===== config.mk =====
export PLATFORM = sky130hd
export DESIGN_NAME = oneshot_periodic_countdown_timer_top_flat
export DESIGN_NICKNAME = d
export VERILOG_FILES = /design/src/design/ocdt_pkg.sv /design/src/design/ocdt_if.sv /design/src/design/oneshot_periodic_countdown_timer_top.sv /design/src/flat_wrapper.sv
export SDC_FILE = /design/constraint.sdc
export NUM_CORES = 1
export LEC_CHECK = 0
export ABC_AREA = 1
export BUFFER_PORTS_ARGS = -buffer_cell sky130_fd_sc_hd__buf_2
export CORE_MARGIN = 4
export CORE_UTILIZATION = 40
export CTS_CLUSTER_DIAMETER = 40
export DETAILED_ROUTE_END_ITERATION = 7
export PLACE_DENSITY = 0.69
export SLEW_MARGIN = 20
export SYNTH_ARGS = -nofsm -noshare
export SYNTH_HDL_FRONTEND = slang
export SYNTH_SLANG_ARGS = --single-unit

===== constraint.sdc =====
create_clock -name clock -period 12.9 [get_ports clock]
set_input_delay 0.645 -clock clock [delete_from_list [all_inputs] [get_ports clock]]
set_output_delay 0.645 -clock clock [all_outputs]
set_load 0.02 [all_outputs]

===== src/design/ocdt_pkg.sv =====
// Shared widths, action codes, register indexes and sequencer states of the countdown timer.
package ocdt_pkg;

   // Width of the elapsed count and the duration
   localparam int CNT_W = 32;
   // Width of the percentage and the number of quotient bits it needs
   localparam int PCT_W = 7;
   // Product elapsed * 100 needs this many bits
   localparam int PROD_W = CNT_W + PCT_W;
   // Division steps for the wrap (one-bit-wider sum), and the width of the step counter
   localparam int MOD_STEPS = CNT_W + 1;
   localparam int STEP_W = $clog2(MOD_STEPS + 1);

   localparam logic [PCT_W-1:0] PCT_FULL = PCT_W'(100);

   // Input action codes
   localparam logic [2:0] ACT_FRAME = 3'd0;
   localparam logic [2:0] ACT_MS    = 3'd1;
   localparam logic [2:0] ACT_START = 3'd2;
   localparam logic [2:0] ACT_STOP  = 3'd3;
   localparam logic [2:0] ACT_CLEAR = 3'd4;

   // Configuration register indexes
   localparam int CSR_IDX_W = 2;
   localparam logic [CSR_IDX_W-1:0] CSR_PERIOD = 2'd0;
   localparam logic [CSR_IDX_W-1:0] CSR_REPEAT = 2'd1;
   localparam logic [CSR_IDX_W-1:0] CSR_MSUNIT = 2'd2;

   // Sequencer states
   typedef enum logic [4:0] {
      S_IDLE     = 5'b00001,
      S_MOD      = 5'b00010,
      S_PCT_LOAD = 5'b00100,
      S_PCT      = 5'b01000,
      S_RESULT   = 5'b10000
   } state_type;

endpackage


===== src/design/ocdt_if.sv =====
// Valid/ready channel interfaces for timer actions and timer status results.
interface ocdt_req_if import ocdt_pkg::*; ();
   logic             valid;
   logic             ready;
   logic [2:0]       action;
   logic [CNT_W-1:0] delta_ms;

   modport source (output valid, output action, output delta_ms, input ready);
   modport sink   (input valid, input action, input delta_ms, output ready);
endinterface

interface ocdt_rsp_if import ocdt_pkg::*; ();
   logic             valid;
   logic             ready;
   logic             fired;
   logic             is_running;
   logic             is_expired;
   logic [CNT_W-1:0] elapsed_count;
   logic [CNT_W-1:0] remaining_count;
   logic [PCT_W-1:0] progress_percent;

   modport source (output valid, output fired, output is_running, output is_expired,
                   output elapsed_count, output remaining_count,
                   output progress_percent, input ready);
   modport sink   (input valid, input fired, input is_running, input is_expired,
                   input elapsed_count, input remaining_count,
                   input progress_percent, output ready);
endinterface


===== src/design/oneshot_periodic_countdown_timer_top.sv =====
// Countdown timer, one-shot or repeating, with a serial divider for wrap and progress.
//
// Usage:
//   req_chan carries one action per transfer: frame tick, millisecond advance,
//   start, stop or clear of the elapsed amount. Every action yields exactly one
//   status transfer on rsp_chan (fired, running, expired, elapsed, remaining,
//   progress percent). The csr_ port writes period_length, auto_repeat and
//   millisecond_unit; write them only while no action is in flight.
// Sequencing:
//   One action at a time. A single restoring divide step (compare and subtract
//   against period_length) is reused by the sequencer. An action passes S_PCT_LOAD
//   and S_RESULT when progress is trivially 0 or 100, adds S_PCT for a progress
//   division (7 quotient bits), and adds S_MOD when a repeating millisecond timer
//   reaches its period and the 33-bit sum is reduced modulo the period.
//   req_chan.ready is high only while the sequencer is idle.
// Reset:
//   Synchronous reset clears the control registers and the result slot's valid flag.
// Stall:
//   The result sits in an output register; a new action is taken while it waits.
//   If the receiver still holds off when the next result is done, the sequencer
//   waits until the slot frees.
module oneshot_periodic_countdown_timer_top import ocdt_pkg::*; (
   input  logic                 clock,
   input  logic                 reset,
   ocdt_req_if.sink             req_chan,
   ocdt_rsp_if.source           rsp_chan,
   input  logic                 csr_write_enable,
   input  logic [CSR_IDX_W-1:0] csr_index,
   input  logic [CNT_W-1:0]     csr_write_data
);

   // Configuration registers
   logic [CNT_W-1:0] period_ff, period_in;
   logic             repeat_ff, repeat_in;
   logic             msunit_ff, msunit_in;

   // Timer state
   logic [CNT_W-1:0] elapsed_ff, elapsed_in;
   logic             running_ff, running_in;
   logic             expired_ff, expired_in;
   logic             fired_ff, fired_in;

   // Sequencer and shared divide step
   state_type        state_ff, state_in;
   logic [STEP_W-1:0] step_ff, step_in;
   logic [CNT_W-1:0] rem_ff, rem_in;
   logic [CNT_W:0]   dvd_ff, dvd_in;
   logic [PCT_W-1:0] quo_ff, quo_in;
   logic [PCT_W-1:0] pct_ff, pct_in;

   // Result slot
   logic             rsp_valid_ff, rsp_valid_in;
   logic             rsp_fired_ff, rsp_fired_in;
   logic             rsp_run_ff, rsp_run_in;
   logic             rsp_exp_ff, rsp_exp_in;
   logic [CNT_W-1:0] rsp_elapsed_ff, rsp_elapsed_in;
   logic [CNT_W-1:0] rsp_remain_ff, rsp_remain_in;
   logic [PCT_W-1:0] rsp_pct_ff, rsp_pct_in;

   // Accept-cycle arithmetic
   logic             accept;
   logic             adv_frame, adv_ms, adv;
   logic [CNT_W-1:0] amount;
   logic [CNT_W:0]   sum;
   logic             reach;

   // Shared divide step
   logic [CNT_W:0]   trial;
   logic             ge;
   logic [CNT_W:0]   trial_sub;
   logic [CNT_W-1:0] rem_next;

   logic [PROD_W-1:0] prod;
   logic              slot_free;

   assign req_chan.ready = (state_ff == S_IDLE);
   assign accept = req_chan.valid && (state_ff == S_IDLE);

   assign rsp_chan.valid            = rsp_valid_ff;
   assign rsp_chan.fired            = rsp_fired_ff;
   assign rsp_chan.is_running       = rsp_run_ff;
   assign rsp_chan.is_expired       = rsp_exp_ff;
   assign rsp_chan.elapsed_count    = rsp_elapsed_ff;
   assign rsp_chan.remaining_count  = rsp_remain_ff;
   assign rsp_chan.progress_percent = rsp_pct_ff;

   // Advance decode and the one-bit-wider sum
   assign adv_frame = (req_chan.action == ACT_FRAME) && running_ff && !msunit_ff;
   assign adv_ms    = (req_chan.action == ACT_MS) && running_ff && msunit_ff &&
                      (req_chan.delta_ms != '0);
   assign adv       = adv_frame || adv_ms;
   assign amount    = adv_frame ? CNT_W'(1) : req_chan.delta_ms;
   assign sum       = {1'b0, elapsed_ff} + {1'b0, amount};
   assign reach     = (sum >= {1'b0, period_ff});

   // One restoring division step: shift in a dividend bit, subtract if it fits
   assign trial     = {rem_ff, dvd_ff[CNT_W]};
   assign ge        = (trial >= {1'b0, period_ff});
   assign trial_sub = trial - {1'b0, period_ff};
   assign rem_next  = ge ? trial_sub[CNT_W-1:0] : trial[CNT_W-1:0];

   // elapsed * 100 = elapsed * (64 + 32 + 4)
   assign prod = ({PCT_W'(0), elapsed_ff} << 6) + ({PCT_W'(0), elapsed_ff} << 5) +
                 ({PCT_W'(0), elapsed_ff} << 2);

   assign slot_free = !rsp_valid_ff || rsp_chan.ready;

   // Next-state logic
   always_comb begin
      period_in      = period_ff;
      repeat_in      = repeat_ff;
      msunit_in      = msunit_ff;
      elapsed_in     = elapsed_ff;
      running_in     = running_ff;
      expired_in     = expired_ff;
      fired_in       = fired_ff;
      state_in       = state_ff;
      step_in        = step_ff;
      rem_in         = rem_ff;
      dvd_in         = dvd_ff;
      quo_in         = quo_ff;
      pct_in         = pct_ff;
      rsp_valid_in   = rsp_valid_ff && !rsp_chan.ready;
      rsp_fired_in   = rsp_fired_ff;
      rsp_run_in     = rsp_run_ff;
      rsp_exp_in     = rsp_exp_ff;
      rsp_elapsed_in = rsp_elapsed_ff;
      rsp_remain_in  = rsp_remain_ff;
      rsp_pct_in     = rsp_pct_ff;

      // Configuration writes; indexes past the list are dropped
      if (csr_write_enable) begin
         unique case (csr_index)
            CSR_PERIOD: period_in = csr_write_data;
            CSR_REPEAT: repeat_in = csr_write_data[0];
            CSR_MSUNIT: msunit_in = csr_write_data[0];
            default: ;
         endcase
      end

      unique case (state_ff)
         S_IDLE: begin
            if (accept) begin
               fired_in = 1'b0;
               state_in = S_PCT_LOAD;
               case (req_chan.action)
                  ACT_FRAME, ACT_MS: begin
                     if (adv && reach) begin
                        fired_in = 1'b1;
                        if (repeat_ff) begin
                           if (msunit_ff && (period_ff != '0)) begin
                              // Reduce the sum modulo the period in S_MOD
                              rem_in   = '0;
                              dvd_in   = sum;
                              step_in  = STEP_W'(MOD_STEPS);
                              state_in = S_MOD;
                           end else begin
                              elapsed_in = '0;
                           end
                        end else begin
                           elapsed_in = msunit_ff ? period_ff : sum[CNT_W-1:0];
                           running_in = 1'b0;
                           expired_in = 1'b1;
                        end
                     end else if (adv) begin
                        elapsed_in = sum[CNT_W-1:0];
                     end
                  end
                  ACT_START: begin
                     if (period_ff != '0) begin
                        elapsed_in = '0;
                        running_in = 1'b1;
                        expired_in = 1'b0;
                     end
                  end
                  ACT_STOP: begin
                     running_in = 1'b0;
                     expired_in = 1'b0;
                  end
                  ACT_CLEAR: begin
                     elapsed_in = '0;
                     expired_in = 1'b0;
                  end
                  default: ;
               endcase
            end
         end

         S_MOD: begin
            rem_in  = rem_next;
            dvd_in  = {dvd_ff[CNT_W-1:0], 1'b0};
            step_in = step_ff - STEP_W'(1);
            if (step_ff == STEP_W'(1)) begin
               elapsed_in = rem_next;
               state_in   = S_PCT_LOAD;
            end
         end

         S_PCT_LOAD: begin
            if ((period_ff == '0) || (elapsed_ff == '0)) begin
               pct_in   = '0;
               state_in = S_RESULT;
            end else if (elapsed_ff >= period_ff) begin
               pct_in   = PCT_FULL;
               state_in = S_RESULT;
            end else begin
               // Upper product bits are already below the period
               rem_in   = prod[PROD_W-1:PCT_W];
               dvd_in   = {prod[PCT_W-1:0], (CNT_W + 1 - PCT_W)'(0)};
               quo_in   = '0;
               step_in  = STEP_W'(PCT_W);
               state_in = S_PCT;
            end
         end

         S_PCT: begin
            rem_in  = rem_next;
            dvd_in  = {dvd_ff[CNT_W-1:0], 1'b0};
            quo_in  = {quo_ff[PCT_W-2:0], ge};
            step_in = step_ff - STEP_W'(1);
            if (step_ff == STEP_W'(1)) begin
               pct_in   = {quo_ff[PCT_W-2:0], ge};
               state_in = S_RESULT;
            end
         end

         S_RESULT: begin
            // Hold until the result slot is free, then fill it
            if (slot_free) begin
               rsp_valid_in   = 1'b1;
               rsp_fired_in   = fired_ff;
               rsp_run_in     = running_ff;
               rsp_exp_in     = expired_ff;
               rsp_elapsed_in = elapsed_ff;
               rsp_remain_in  = (period_ff > elapsed_ff) ? (period_ff - elapsed_ff) : '0;
               rsp_pct_in     = pct_ff;
               state_in       = S_IDLE;
            end
         end

         default: state_in = S_IDLE;
      endcase
   end

   // Control registers
   always_ff @(posedge clock) begin
      if (reset) begin
         period_ff    <= '0;
         repeat_ff    <= 1'b0;
         msunit_ff    <= 1'b0;
         elapsed_ff   <= '0;
         running_ff   <= 1'b0;
         expired_ff   <= 1'b0;
         fired_ff     <= 1'b0;
         state_ff     <= S_IDLE;
         step_ff      <= '0;
         rsp_valid_ff <= 1'b0;
      end else begin
         period_ff    <= period_in;
         repeat_ff    <= repeat_in;
         msunit_ff    <= msunit_in;
         elapsed_ff   <= elapsed_in;
         running_ff   <= running_in;
         expired_ff   <= expired_in;
         fired_ff     <= fired_in;
         state_ff     <= state_in;
         step_ff      <= step_in;
         rsp_valid_ff <= rsp_valid_in;
      end
   end

   // Datapath and result payload registers
   always_ff @(posedge clock) begin
      rem_ff         <= rem_in;
      dvd_ff         <= dvd_in;
      quo_ff         <= quo_in;
      pct_ff         <= pct_in;
      rsp_fired_ff   <= rsp_fired_in;
      rsp_run_ff     <= rsp_run_in;
      rsp_exp_ff     <= rsp_exp_in;
      rsp_elapsed_ff <= rsp_elapsed_in;
      rsp_remain_ff  <= rsp_remain_in;
      rsp_pct_ff     <= rsp_pct_in;
   end

   // An expired one-shot timer is never counting
   a_expired_stopped: assert property (@(posedge clock) disable iff (reset)
      expired_ff |-> !running_ff)
      else $error("expired timer still running");

   // The partial remainder stays below the period while dividing
   a_rem_bound: assert property (@(posedge clock) disable iff (reset)
      ((state_ff == S_MOD) || (state_ff == S_PCT)) |-> (rem_ff < period_ff))
      else $error("divider remainder not below period");

   // A stop transfer leaves the timer halted
   a_stop_halts: assert property (@(posedge clock) disable iff (reset)
      (accept && (req_chan.action == ACT_STOP)) |=> (!running_ff && !expired_ff))
      else $error("stop did not halt the timer");

   // A delivered percentage never exceeds full
   a_pct_range: assert property (@(posedge clock) disable iff (reset)
      rsp_valid_ff |-> (rsp_pct_ff <= PCT_FULL))
      else $error("progress above 100");

endmodule

===== src/flat_wrapper.sv =====
// flat-port wrapper written by rule: the top's interface ports become plain ports
module oneshot_periodic_countdown_timer_top_flat import ocdt_pkg::*;
  (clock, reset, csr_write_enable, csr_index, csr_write_data, req_chan_valid, req_chan_action, req_chan_delta_ms, req_chan_ready, rsp_chan_valid, rsp_chan_fired, rsp_chan_is_running, rsp_chan_is_expired, rsp_chan_elapsed_count, rsp_chan_remaining_count, rsp_chan_progress_percent, rsp_chan_ready);
  ocdt_req_if req_chan_i ();
  ocdt_rsp_if rsp_chan_i ();
  input  logic clock;
  input  logic reset;
  input  logic csr_write_enable;
  input  logic [CSR_IDX_W-1:0] csr_index;
  input  logic [CNT_W-1:0] csr_write_data;
  input wire logic [$bits(req_chan_i.valid)-1:0] req_chan_valid;
  input wire logic [$bits(req_chan_i.action)-1:0] req_chan_action;
  input wire logic [$bits(req_chan_i.delta_ms)-1:0] req_chan_delta_ms;
  output wire logic [$bits(req_chan_i.ready)-1:0] req_chan_ready;
  output wire logic [$bits(rsp_chan_i.valid)-1:0] rsp_chan_valid;
  output wire logic [$bits(rsp_chan_i.fired)-1:0] rsp_chan_fired;
  output wire logic [$bits(rsp_chan_i.is_running)-1:0] rsp_chan_is_running;
  output wire logic [$bits(rsp_chan_i.is_expired)-1:0] rsp_chan_is_expired;
  output wire logic [$bits(rsp_chan_i.elapsed_count)-1:0] rsp_chan_elapsed_count;
  output wire logic [$bits(rsp_chan_i.remaining_count)-1:0] rsp_chan_remaining_count;
  output wire logic [$bits(rsp_chan_i.progress_percent)-1:0] rsp_chan_progress_percent;
  input wire logic [$bits(rsp_chan_i.ready)-1:0] rsp_chan_ready;
  assign req_chan_i.valid = req_chan_valid;
  assign req_chan_i.action = req_chan_action;
  assign req_chan_i.delta_ms = req_chan_delta_ms;
  assign req_chan_ready = req_chan_i.ready;
  assign rsp_chan_valid = rsp_chan_i.valid;
  assign rsp_chan_fired = rsp_chan_i.fired;
  assign rsp_chan_is_running = rsp_chan_i.is_running;
  assign rsp_chan_is_expired = rsp_chan_i.is_expired;
  assign rsp_chan_elapsed_count = rsp_chan_i.elapsed_count;
  assign rsp_chan_remaining_count = rsp_chan_i.remaining_count;
  assign rsp_chan_progress_percent = rsp_chan_i.progress_percent;
  assign rsp_chan_i.ready = rsp_chan_ready;
  oneshot_periodic_countdown_timer_top u_core (.clock(clock), .reset(reset), .req_chan(req_chan_i), .rsp_chan(rsp_chan_i), .csr_write_enable(csr_write_enable), .csr_index(csr_index), .csr_write_data(csr_write_data));
endmodule

# Word level (Yosys, flattened, before mapping)

Cells that the tools add are included.

Bits in registers: 233
Input bits: 74
Output and inout port bits: 76
Logic and storage cells: 167

Add/sub/neg operators: 6
Order comparisons: 4
Eq/ne operators: 30
Multiplexer cells: 66
Reduce and logical (&&, ||, !) cells: 41

Operators by type and width:

| operator                                                                | count |
|---|---|
| 32-bit two-way mux                                                      | 17 |
| 33-bit two-way mux                                                      | 7 |
| 32-bit one-hot mux with 3 select lines                                  | 2 |
| 33-bit one-hot mux with 3 select lines                                  | 1 |
| 33-bit by 32-bit greater-or-equal comparator with 1-bit output          | 2 |
| 32-bit zero test                                                        | 2 |
| 32-bit one-hot mux with 2 select lines                                  | 1 |
| 32-bit nonzero test                                                     | 2 |
| 32-bit subtractor                                                       | 2 |
| 6-bit two-way mux                                                       | 9 |
| 5-bit two-way mux                                                       | 9 |
| 38-bit by 37-bit adder with 39-bit output                               | 1 |
| 39-bit by 34-bit adder with 39-bit output                               | 1 |
| 32-bit by 32-bit adder with 33-bit output                               | 1 |
| 32-bit greater-or-equal comparator                                      | 1 |
| 32-bit greater-than comparator                                          | 1 |
| 5-bit one-hot mux with 5 select lines                                   | 1 |
| 7-bit two-way mux                                                       | 3 |
| 2-bit by 1-bit inequality test with 1-bit output, second input constant | 10 |
| 6-bit one-hot mux with 3 select lines                                   | 1 |
| 7-bit one-hot mux with 2 select lines                                   | 1 |
| 6-bit one-hot mux with 2 select lines                                   | 1 |
| 6-bit AND reduction                                                     | 2 |
| 1-bit two-way mux                                                       | 10 |
| 33 further kinds                                                        | 59 |

# Logic depth before layout (Yosys ltp)

Depth after elaboration: 11
Gate-level depth with buffers: 43

# Worst setup path before layout

OpenSTA, ideal clock, no wires.

Path kind: input to register
Start: input port req_chan_action[1]
End: register u_core.dvd_ff[0] (enable)
Arrival time: 5284 ps
Required time: 12509 ps
Slack: 7226 ps
Stages on the path: 36
Buffers on the path: 1
Cell sequence: nor2_1 -> inv_1 -> nor2_1 -> nand3_1 -> clkbuf_1 -> nand2_1 -> ha_1 -> inv_1 -> fa_1 -> nand3b_1 -> nand2_1 -> nand3_1 -> nand2_1 -> nand2_1 -> nand2_1 -> inv_1 -> o21ai_1 -> xnor2_1 -> inv_1 -> ha_1 -> nand2_1 -> nor2_1 -> nand3_1 -> nor2_1 -> nand2_1 -> nand3_1 -> nand2_1 -> nand2_1 -> nand2_1 -> nand2_1 -> nand2_1 -> nand2_4 -> nand4_1 -> nand2_1 -> nand2_1 -> inv_2

Word-level cells in the longest chain between the ends: 9

RTL lines:

| element                                                           | line                                                                                    | RTL |
|---|---|---|
| start: declaration                                                | flat_wrapper.sv:12                                                                      | `input wire logic [$bits(req_chan_i.action)-1:0] req_chan_action;` |
| 3-bit zero test                                                   | oneshot_periodic_countdown_timer_top.sv:88, oneshot_periodic_countdown_timer_top.sv:146 |  |
| 1-bit logical AND (2 in series)                                   | oneshot_periodic_countdown_timer_top.sv:88                                              | `assign adv_frame = (req_chan.action == ACT_FRAME) && running_ff && !msunit_ff;` |
| 32-bit two-way mux                                                | oneshot_periodic_countdown_timer_top.sv:92                                              | `assign amount = adv_frame ? CNT_W'(1) : req_chan.delta_ms;` |
| 32-bit by 32-bit adder with 33-bit output                         | oneshot_periodic_countdown_timer_top.sv:93                                              | `assign sum = {1'b0, elapsed_ff} + {1'b0, amount};` |
| 33-bit by 32-bit greater-or-equal comparator with 1-bit output    | oneshot_periodic_countdown_timer_top.sv:94                                              | `assign reach = (sum >= {1'b0, period_ff});` |
| 1-bit logical AND                                                 | oneshot_periodic_countdown_timer_top.sv:148                                             | `if (adv && reach) begin` |
| 2-bit by 1-bit inequality test with 1-bit output (no source line) | --                                                                                      |  |
| 8-bit AND reduction (no source line) (*)                          | --                                                                                      |  |
| end signal: assignment                                            | oneshot_periodic_countdown_timer_top.sv:275                                             | `dvd_ff <= dvd_in;` |
| end: declaration                                                  | oneshot_periodic_countdown_timer_top.sv:47                                              | `logic [CNT_W:0] dvd_ff, dvd_in;` |

Every way passes the cells marked *; elsewhere a longest branch is shown, timed or not.
A chain may end at the register's enable or synchronous reset.

# Worst setup path after layout

Start: register u_core.msunit_ff
End: register u_core.rem_ff[25] (enable)

Word-level cells in the longest chain between the ends: 8

RTL lines:

| element                                                           | line                                        | RTL |
|---|---|---|
| start: declaration                                                | oneshot_periodic_countdown_timer_top.sv:35  | `logic msunit_ff, msunit_in;` |
| start signal: assignment                                          | oneshot_periodic_countdown_timer_top.sv:261 | `msunit_ff <= msunit_in;` |
| 1-bit zero test                                                   | oneshot_periodic_countdown_timer_top.sv:88  |  |
| 1-bit logical AND                                                 | oneshot_periodic_countdown_timer_top.sv:88  |  |
| 32-bit two-way mux                                                | oneshot_periodic_countdown_timer_top.sv:92  |  |
| 32-bit by 32-bit adder with 33-bit output                         | oneshot_periodic_countdown_timer_top.sv:93  |  |
| 33-bit by 32-bit greater-or-equal comparator with 1-bit output    | oneshot_periodic_countdown_timer_top.sv:94  |  |
| 1-bit logical AND                                                 | oneshot_periodic_countdown_timer_top.sv:148 |  |
| 2-bit by 1-bit inequality test with 1-bit output (no source line) | --                                          |  |
| 8-bit AND reduction (no source line) (*)                          | --                                          |  |
| end signal: assignment                                            | oneshot_periodic_countdown_timer_top.sv:274 | `rem_ff <= rem_in;` |
| end: declaration                                                  | oneshot_periodic_countdown_timer_top.sv:46  | `logic [CNT_W-1:0] rem_ff, rem_in;` |

Marks and branches as above.

==> metrics <==
R2R setup slack 5.26 ns; HPWL after DPL 55900 um; Remaining DRCs 0; core footprint 48100 sq um; Place WS 5.39 ns; remaining antenna violation count 0; Reg power frac a little under a quarter; Slew Limit Fails 0; wire per inst 20.2 um; clk_skew 0.0293 ns; most common cell after layout, fill and taps aside nand2_1; Post-synth ARST share 0%; drt first pass iters 6; most frequent cells in the layout nand2_1 (650), inv_1 (318), nor2_1 (241), a21oi_1 (226), o21ai_0 (198); Clock Power Share between 20 and 25%; total gr overflow 0; EDFF count, synth around 150; Slew HR just under 30%; power density over the cells ~230 nW/um^2; cell mode on critical path nand2_1; global-route wire length before repair 107000 um; post-synthesis register bit count ~230; worst min path class in2reg; largest net degree at the start of global routing 69; FP Rows 80; RePlAce Congestion 1.04; Logic pwr share 54.5%; 1st-iter DRT viols 2190; CTS Hold Bufs 0; Internal Power about 2.6 mW; Syn. warnings 0; Syn Area/Cell 7.29 sq um; sequential cell area fraction in the yosys report 31.5%; max cap viols 0; # port buffers 149; Clk pin slew, worst setup/hold paths 0.05 ns; CTS sink cnt ~230; DRT Wirelength 71300 um; Initial Util 40.8%; die width 230 um; Synth Flop Type edfxtp_1; initial antenna violation count 2; CTS root buf clkbuf_16; area of the mapped netlist 19600 sq um; CP max-delay cell dfxtp_1; Finish-stage setup viols 0; vias 19.3k; CTS Buf Count 44; fin crit period 7.64 ns; Critical Path RT 13.10 ns; status completed; share of layout cells above drive strength 1 10.3%; Max VDD drop ~110 uV; switching share of power 49.0%; die area 52700 sq um; WP data arrival 7.84 ns; htree depth 2; RSZ-0062 raised after global routing no; clock buffer depth 3; vias in the first global route between 15k and 20k; CP Launch Type register; drt via density 5.49; Resize count post-CTS 0; Net count, final 3118; Crit Path Max Fanout 66; postcts setup bufs 0; Worst-Margin Slew 1.05 ns; # IOs 150; post-route setup TNS 0 ns; Syn Inst Count approximately 2.7k; gr usage total 26.2%; CTS tree yes; Tcrit/Tclk final ~60%; die height 230 um; static leakage roughly 10 nW; Syn Nets slightly below 3k; Unique masters post-synth 54; max incr delay on CP 0.91 ns; Area Overhead vs Synth 14.3%; Hold Violations, Final 0; worst-skew pair later-pin latency slightly below 0.6 ns; CP Capture Type register; Switch Pwr 2.51 mW; Setup WS post-layout 5.26 ns; Fmax about 0.13 GHz; WS Path Type reg2reg
==> registers in the layout, summed over array words and instances, names as in the netlist, 5 cells and up <==
register and flops:
u_core.elapsed_ff 32, u_core.state_ff 5, u_core.pct_ff 7, u_core.rsp_chan.remaining_count 32, u_core.rsp_chan.progress_percent 7, u_core.step_ff 6
u_core.period_ff 32, u_core.dvd_ff 33, u_core.rsp_chan.elapsed_count 32, u_core.rem_ff 32, u_core.quo_ff 6
==> path summary, 6_finish.rpt <==
path,to,from,cells past startpoint
setup / recovery,u_core.rem_ff[25],u_core.msunit_ff,33
hold / removal,u_core.period_ff[7],csr_write_data[7],3
setup reg to reg,u_core.rem_ff[25],u_core.msunit_ff,33
hold reg to reg,u_core.rsp_chan.progress_percent[4],u_core.pct_ff[4],0
==> per-layer routing <==
metal  GRT usage (%)  vias up  share of wire, %
met3            6.27      192               9.2
met4            12.0        2               5.1
met5               0        -             0.017
met1            34.2     8899                42
met2            41.3      900                44
li1                -     9347                 -
==> final cells by class <==
cell class | count | area [sq um]
diodes | 1 | 2.50
clock buffers | 55 | 1200
clock inverters | 27 | 293
fillers | 4904 | 25700
inverters | 327 | 1230
multi-input cells | 2062 | 11900
flip-flops and latches | 233 | 6190
well taps | 656 | 821
repair buffers | 161 | 836
==> cells in the mapped netlist (all sizes together) (3+ instances only) <==
library cell	number	area, sq um
a211oi	3	22.5
a21boi	8	60.1
a21o	16	120
a21oi	229	1160
a22oi	5	37.5
a31oi	11	68.8
buf	23	186
clkbuf	48	180
clkinv	4	15.0
dfxtp	81	1620
edfxtp	152	4560
fa	32	641
ha	183	2290
inv	323	1210
nand2	658	2510
nand3	196	1000
nand3b	40	300
nand4	23	144
nor2	263	1040
nor3	24	140
nor4	32	206
o211ai	17	128
o21a	12	90.1
o21ai	205	1030
o21bai	18	135
o221ai	3	26.3
o31ai	3	22.5
or2	8	50.1
xnor2	33	289
xor2	32	280
==> through the flow <==
| step | hold WS [ns] | instance area, sq um | total power [mW] | std cells | util, % |
|---|---|---|---|---|---|
| after floorplan | 0.400 | 19600 | 3.13 | 2693 | - |
| after global placement | 0.401 | 20900 | 3.88 | 3439 | 43.5 |
| after detailed placement | 0.405 | 20900 | 3.90 | 3439 | 43.5 |
| after CTS | 0.331 | 22400 | 5.08 | 3521 | 46.6 |
| after global routing | 0.372 | 22400 | 5.51 | 3521 | 46.6 |
| final | 0.354 | 22400 | 5.13 | 3522 | 46.6 |
==> power groups by stage <==
stage	sequential, mW	clock (mW)	combinational [mW]
after floorplan	1.09	0	2.04
after global placement	1.18	0	2.70
after detailed placement	1.19	0	2.72
after CTS	1.17	1.17	2.74
after global routing	1.19	1.20	3.13
final	1.18	1.15	2.80
==> logic make-up after synthesis <==
| kind of cell | after synthesis | synth area share (%) |
|---|---|---|
| adders and majority gates | 215 | 14.9 |
| buffers and inverters | 398 | 8.12 |
| and+or+nand+nor | 1247 | 27.6 |
| DFF | 233 | 31.5 |
| xor gates and xnor gates | 65 | 2.90 |
| AOI/OAI and AO/OA | 535 | 15.0 |
==> worst max-delay path: cells and delay by family (launching register included) <==
family | cells | cell delay (ns)
simple gates | 23 | 2.77
flops | 1 | 0.91
fa+ha+maj | 2 | 0.74
buf+inv | 6 | 2.21
compound gates | 1 | 0.30
xor+xnor | 1 | 0.23
No activity file was read; power rests on OpenSTA's default activity.
